$ cat config.mk
export PLATFORM = sky130hd
export DESIGN_NAME = ssbck_div
export DESIGN_NICKNAME = d
export VERILOG_FILES = /design/src/hdl/ssbck_pkg.sv /design/src/hdl/ssbck_div.sv
export SDC_FILE = /design/constraint.sdc
export NUM_CORES = 1
export LEC_CHECK = 0
export ABC_AREA = 1
export CAP_MARGIN = 10
export CORE_MARGIN = 5
export CORE_UTILIZATION = 59
export CTS_CLUSTER_SIZE = 24
export DETAILED_ROUTE_END_ITERATION = 12
export DONT_BUFFER_PORTS = 1
export HOLD_SLACK_MARGIN = 0.02
export PLACE_DENSITY_LB_ADDON = 0.15
export SLEW_MARGIN = 20
export SYNTH_ARGS = -nofsm -noshare
export SYNTH_HDL_FRONTEND = slang
export SYNTH_SLANG_ARGS = --single-unit
$ cat constraint.sdc
create_clock -name clock -period 3.15 [get_ports clock]
set_clock_uncertainty 0.15 [all_clocks]
set_input_delay 0 -clock clock [delete_from_list [all_inputs] [get_ports clock]]
set_output_delay 0 -clock clock [all_outputs]
set_load 0.01 [all_outputs]
$ cat src/hdl/ssbck_pkg.sv
// Shared types and constants of the scaled sprite blit with color key.
// Used by the divider pipeline and the top level; depends on nothing.
`default_nettype none

package ssbck_pkg;

   // command codes
   localparam logic CMD_LOAD = 1'b0;
   localparam logic CMD_DRAW = 1'b1;

   // configuration register indexes
   localparam int CSR_INDEX_W = 3;
   localparam int CSR_DATA_W  = 16;
   localparam logic [CSR_INDEX_W-1:0] CSR_SPRITE_WIDTH  = 3'd0;
   localparam logic [CSR_INDEX_W-1:0] CSR_SPRITE_HEIGHT = 3'd1;
   localparam logic [CSR_INDEX_W-1:0] CSR_DEST_WIDTH    = 3'd2;
   localparam logic [CSR_INDEX_W-1:0] CSR_DEST_HEIGHT   = 3'd3;
   localparam logic [CSR_INDEX_W-1:0] CSR_POS_X         = 3'd4;
   localparam logic [CSR_INDEX_W-1:0] CSR_POS_Y         = 3'd5;
   localparam logic [CSR_INDEX_W-1:0] CSR_KEY_COLOR     = 3'd6;

   // field widths
   localparam int SPR_DIM_W  = 13;
   localparam int DEST_DIM_W = 10;
   localparam int POS_W      = 11;
   localparam int COLOR_W    = 16;
   localparam int INDEX_W    = 12;
   localparam int FB_ADDR_W  = 18;

   // scaling divider: (offset * sprite size) / dest size
   localparam int DIVIDEND_W     = DEST_DIM_W + SPR_DIM_W;
   localparam int DEN_W          = DEST_DIM_W;
   localparam int QUO_W          = SPR_DIM_W;
   localparam int DIV_STEPS      = 2;
   localparam int DIV_STAGES     = (QUO_W + DIV_STEPS - 1) / DIV_STEPS;

   typedef struct packed {
      logic                  cmd;
      logic [INDEX_W-1:0]    pixel_index;
      logic [7:0]            red;
      logic [7:0]            green;
      logic [7:0]            blue;
      logic [DEST_DIM_W-1:0] dx;
      logic [DEST_DIM_W-1:0] dy;
   } req_type;

   typedef struct packed {
      logic                 fb_write;
      logic [FB_ADDR_W-1:0] fb_address;
      logic [COLOR_W-1:0]   pixel_color;
   } rsp_type;

endpackage

`default_nettype wire

$ cat src/hdl/ssbck_div.sv
// Pipelined restoring divider for the nearest-neighbor source coordinate.
// Needs ssbck_pkg for widths and stage count; advances only when enabled.
`default_nettype none

module ssbck_div
   import ssbck_pkg::*;
(
   input  wire logic                  clock,
   input  wire logic                  enable,
   input  wire logic [DIVIDEND_W-1:0] dividend,
   input  wire logic [DEN_W-1:0]      divisor,
   output logic      [QUO_W-1:0]      quotient
);

   typedef struct packed {
      logic [DEN_W-1:0] rem;
      logic [QUO_W-1:0] num;
      logic [QUO_W-1:0] quo;
   } div_state_type;

   div_state_type stage_ff [DIV_STAGES];
   div_state_type stage_in [DIV_STAGES];

   // quotient is known to fit QUO_W bits when the offset is inside the
   // destination, so the top dividend bits start as the partial remainder
   for (genvar s = 0; s < DIV_STAGES; s++) begin : g_stage
      always_comb begin
         div_state_type   cur;
         logic [DEN_W:0]  trial;
         if (s == 0) begin
            cur.rem = dividend[DIVIDEND_W-1:QUO_W];
            cur.num = dividend[QUO_W-1:0];
            cur.quo = '0;
         end else begin
            cur = stage_ff[(s == 0) ? 0 : s-1];
         end
         for (int k = 0; k < DIV_STEPS; k++) begin
            if (s * DIV_STEPS + k < QUO_W) begin
               trial = {cur.rem, cur.num[QUO_W-1]};
               cur.num = {cur.num[QUO_W-2:0], 1'b0};
               if (trial >= {1'b0, divisor}) begin
                  cur.rem = DEN_W'(trial - {1'b0, divisor});
                  cur.quo = {cur.quo[QUO_W-2:0], 1'b1};
               end else begin
                  cur.rem = trial[DEN_W-1:0];
                  cur.quo = {cur.quo[QUO_W-2:0], 1'b0};
               end
            end
         end
         stage_in[s] = cur;
      end
   end

   always_ff @(posedge clock) begin
      if (enable) begin
         stage_ff <= stage_in;
      end
   end

   assign quotient = stage_ff[DIV_STAGES-1].quo;

endmodule

`default_nettype wire

==> summary.txt, run 1 <==
Sequential-to-total area share from yosys stat -> 35.1%
Largest net degree at the start of global routing -> 152
Cells after Synth -> 1627
Syn avg cell area -> 7.94 um^2
Synthesized flop and latch total -> 151
Clk root buf -> clkbuf_16
Status -> aborted with a tool error
Post-Place Cells -> 2231
Worst EP Category -> sequential cell input
Error -> [ERROR GRT-0232] Routing congestion too high. Check the congestion heatmap in the GUI.
I/O pin cnt -> 48
H-tree depth -> 4
Dpl hpwl -> 27700 um
GR repair worst EP -> stage_ff[136]$_DFFE_PP_/D
Mapped cell area -> 0.0129 mm^2
Placer Congestion -> 0.988
# rows -> 54
Gr usage total -> 72.2%
Total number of yosys warnings -> 0
TritonCTS Sinks -> 151
Number of enable flip-flop cells after synthesis -> 151
I/O Buffers -> 0
Asr flop ratio synth -> 0%
CTS Buf Count -> 17
Remaining Overflow, GRT -> 83
Max Root-Sink Buffers -> 2
Initial core utilization -> 59.5%
Post-synth cell types -> 45
Failing step -> global routing
Most used DFF post-synth -> edfxtp_1
Die Height -> 158 um
Die span in x -> 158 um
Synthesized Nets -> 1804
==> cells by family after synthesis <==
logic type	synth area share (%)
XOR/XNOR	4.48
buffers and inverters	8.31
AO/OA/AOI/OAI	5.78
flip-flops	35.1
AND/OR/NAND/NOR	31.9
adder cells (fa/ha/maj)	14.5
==> routing by layer <==
layer	track usage, %	overflow
met1	69.8	0
met2	89.6	44
met3	57.9	2
met4	75.8	37
met5	15.5	0
==> cell usage after synthesis (2+ instances only) <==
master / instances / area [um^2]
buf_6: 12 / 135
inv_2: 8 / 30.0
nand3b_1: 14 / 105
nor3_1: 4 / 20.0
nand4_4: 3 / 63.8
buf_2: 4 / 20.0
buf_1: 3 / 11.3
nor2_2: 3 / 18.8
inv_1: 198 / 743
ha_1: 130 / 1630
xnor2_1: 40 / 350
nand3_4: 5 / 87.6
o21ai_2: 8 / 70.1
a21oi_1: 51 / 255
nand2_1: 538 / 2020
a31oi_1: 12 / 75.1
edfxtp_1: 151 / 4530
a21boi_0: 2 / 15.0
nor2_1: 93 / 349
a21o_1: 11 / 82.6
or2_2: 6 / 37.5
nand2_4: 4 / 45.0
nand3_2: 4 / 40.0
o21bai_1: 5 / 37.5
buf_4: 15 / 113
o21ai_1: 6 / 30.0
o21ai_0: 18 / 90.1
fa_1: 12 / 240
nand2_2: 30 / 188
nand4_1: 81 / 507
xor2_1: 26 / 228
nand4_2: 3 / 37.5
nor2_4: 3 / 33.8
nand3_1: 106 / 531
a21oi_2: 6 / 52.6
o21a_1: 3 / 22.5
==> what timing repair did <==
action                                  CTS
setup buffers                            87
hold endpoints to repair                185
hold buffers                             25
pin swaps                               138
gates cloned                              9
endpoints found under the setup margin   55
resized for setup                       350
==> per-stage QoR <==
step                      hold slack (ns)  cell area (um^2)  util [%]  setup slack (ns)
after detailed placement          -0.0511             16000      73.6            -0.373
after CTS                          -0.476             19200      88.7           -0.0997
after floorplan                   -0.0511             13100         -           0.00284
after global placement            -0.0511             16000      73.6            -0.278
==> inputs of run 2 (changes only) <==
CORE_UTILIZATION = 40   (was 59)
CTS_CLUSTER_SIZE = default   (was 24)
HOLD_SLACK_MARGIN = default   (was 0.02)
clock period = 4.1 ns   (was 3.15 ns; I/O delays follow)
==> run 2 against run 1 <==
  * The flow now finishes without violations
  * Synthesized cell count stayed put
  * Area after synthesis stayed put
==> summary.txt, run 2 <==
Status -> finished clean (was aborted with a tool error)
Via density -> 5.10
Via count -> 10656
Crit-path max cell delay -> 0.55 ns
Crit path launch -> dividend[12]
Hold Violations, Final -> 0
Power Density -> 926 mW/mm^2
Total number of yosys warnings -> 0 (unchanged)
Die Height -> 190 um (was 158 um)
Initial antenna violation count -> 1
Crit path DAT -> 3.86 ns
Mapped cell area -> 0.0129 mm^2 (unchanged)
Vias in the first global route -> 10095
RSZ-0062 raised after global routing -> false
# rows -> 65 (was 54)
R2r startpoint -> stage_ff[207]
Worst VDD drop -> 0.000351 V
GR Layer Usage met2 -> 29.6%
Critical path's slowest cell -> dlygate4sd3_1
Critical path peak fanout -> 10
Dpl hpwl -> 24500 um (was 27700 um)
Cell mode on critical path -> nand2_1
Area growth from synthesis to layout -> 11.0%
I/O pin cnt -> 48 (unchanged)
Slew Viols, Final -> 0
Nets -> 1851
Cells after Synth -> 1627 (unchanged)
Synthesized Nets -> 1804 (unchanged)
Post-synth cell types -> 45 (unchanged)
Skew-Pair Late Insertion Delay -> 0.44 ns
First-pass GRT wire length -> 51700 um
Core area -> 0.0317 mm^2
P_leak -> 6.89 nW
Gr usage total -> 18.1%
Initial core utilization -> 40.7% (was 59.5%)
Hold_ws -> 0.00499 ns
Filler cells -> 3116
Setup TNS -> 0 ns
CP Launch Type -> input port
Met1 GRT Util -> 24.7%
Most used DFF post-synth -> edfxtp_1 (unchanged)
Most common cell in the netlist -> nand2_1 (unchanged)
Critical setup path kind -> in -> reg
Clk root buf -> clkbuf_16 (unchanged)
Top cells by count, synth -> nand2_1, inv_1, edfxtp_1 (unchanged)
Final setup fails -> 0
Fin crit share -> 93.1%
Worst-path clk slew -> 0.06 ns
Worst slew margin -> 38.3%
Max Root-Sink Buffers -> 2 (unchanged)
CTS Buf Count -> 17 (unchanged)
DRT Pass-1 Iters -> 5
Max reg flops -> 97
Synthesized flop and latch total -> 151 (unchanged)
TritonCTS Sinks -> 151 (unchanged)
Remaining Overflow, GRT -> 0
Achievable Freq -> 0.262 GHz
Number of max-cap violations -> 0
Layout cells sized above 1 -> 9.13%
Number of enable flip-flop cells after synthesis -> 151 (unchanged)
Post-DR wirelength/cell -> 15.5 um
H-tree depth -> 4 (unchanged)
Die span in x -> 190 um (was 158 um)
DRC Markers -> 0
Share of the synthesized area in the top cell type -> 35.1% (unchanged)
Met3 usage -> 3.12%
CP required -> 4.14 ns
Placer Congestion -> 0.924 (was 0.988)
Worst hold path type -> in -> reg
CTS tree -> built
Min-Delay Startpoint -> dividend[21]
Asr flop ratio synth -> 0% (unchanged)
Biggest register -> stage_ff
GR peak layer -> met2
Minimum clock period -> 3.82 ns
Sequential-to-total area share from yosys stat -> 35.1% (unchanged)
Most frequent cells in the layout -> nand2_1, inv_1, edfxtp_1
Largest net degree at the start of global routing -> 152
Initial DRC count -> 672
Area contributors post-synth -> edfxtp_1, nand2_1, ha_1 (unchanged)
Worst Setup End Kind -> flip-flop
Slew @ Worst Pin -> 0.922 ns
I/O Buffers -> 0 (unchanged)
Detailed Route WL -> 32400 um
Syn avg cell area -> 7.94 um^2 (unchanged)
Critical path, cell by cell -> dlygate4sd3_1, inv_1, ha_1, inv_1, fa_1, nand3_1, nand2_1, nand2_1, nand2_1, or2_2, nand3_1, nand2_1, ha_4, nand2_1, nor2_1, nand3_1, nand4_1, nand2_1, inv_1, nor2_1, buf_4, nand3_1, nand2_1, dlygate4sd3_1
Commonest non-fill, non-tap cell in the layout -> nand2_1
Yosys top cell by area -> edfxtp_1 (unchanged)
Die Area -> 0.0360 mm^2
Post-route ant nets -> 0
-- run 2: cell counts after synthesis --
Identical to the previous run, type by type.
-- run 2: per-stage QoR --
stage / power (W) / setup slack, ns / instance area (um^2) / cells / utilization, %
floorplan: 0.00992 / 0.796 / 12900 / 1627 / -
global placement: 0.0115 / 0.253 / 13400 / 2022 / 42.1
detailed placement: 0.0116 / 0.215 / 13400 / 2022 / 42.1
CTS: 0.0133 / 0.151 / 14300 / 2085 / 45.0
global route: 0.0146 / 0.0120 / 14300 / 2089 / 45.2
finish: 0.0133 / 0.283 / 14300 / 2090 / 45.2
-- run 2: repair_timing --
action                                 in CTS  in global routing
gates resized for setup                     0                  5
hold buffers                               31                  0
buffers inserted                            0                  4
setup endpoints to repair                   0                 12
endpoints found under the hold margin     189                  0
-- run 2: final timing paths --
path | end | slack [ns] | depth (start not counted)
setup / recovery | stage_ff[242] | 0.28 | 24
hold / removal | stage_ff[249] | 0.005 | 6
setup reg to reg | stage_ff[177] | 0.37 | 16
hold reg to reg | g_stage[2].$2.cur[22] | 0.27 | 0
-- run 2: report_power, final --
group          internal [W]  leakage [nW]  switching [W]
Clock              0.000862         0.284       0.000735
Sequential          0.00258          1.48       0.000301
Combinational       0.00329          5.13        0.00550
Total               0.00674          6.89        0.00654
-- run 2: critical path: cells and delay by family --
family | cells | cell delay (ns)
and+or+nand+nor | 15 | 1.53
buffers and inverters | 6 | 1.47
adders and majority gates | 3 | 0.86
-- run 2: layer usage --
layer	vias to the layer above	routed length, um	part of all wire [%]
met4	0	633	2.0
met5	-	0	0
met3	32	1220	3.8
met2	159	14900	46
li1	5542	-	-
met1	4923	15700	48
-- run 2: layout make-up --
type	count	area (um^2)	area share [%]
multi-input cells	1232	7330	51.1
flip-flops and latches	151	4530	31.6
inverters	209	793	5.53
repair buffers	63	593	4.14
well taps	402	503	3.51
clock buffers	17	425	2.97
clock inverters	15	161	1.13
diodes	1	2.50	0.0175
-- run 2: logic make-up after synthesis --
family          Yosys count  synth area share [%]
compound gates          124                  5.78
xor+xnor                 66                  4.48
fa+ha+maj               142                  14.5
buf+inv                 244                  8.31
flops                   151                  35.1
simple gates            900                  31.9
(Power assumes the default switching activity.)
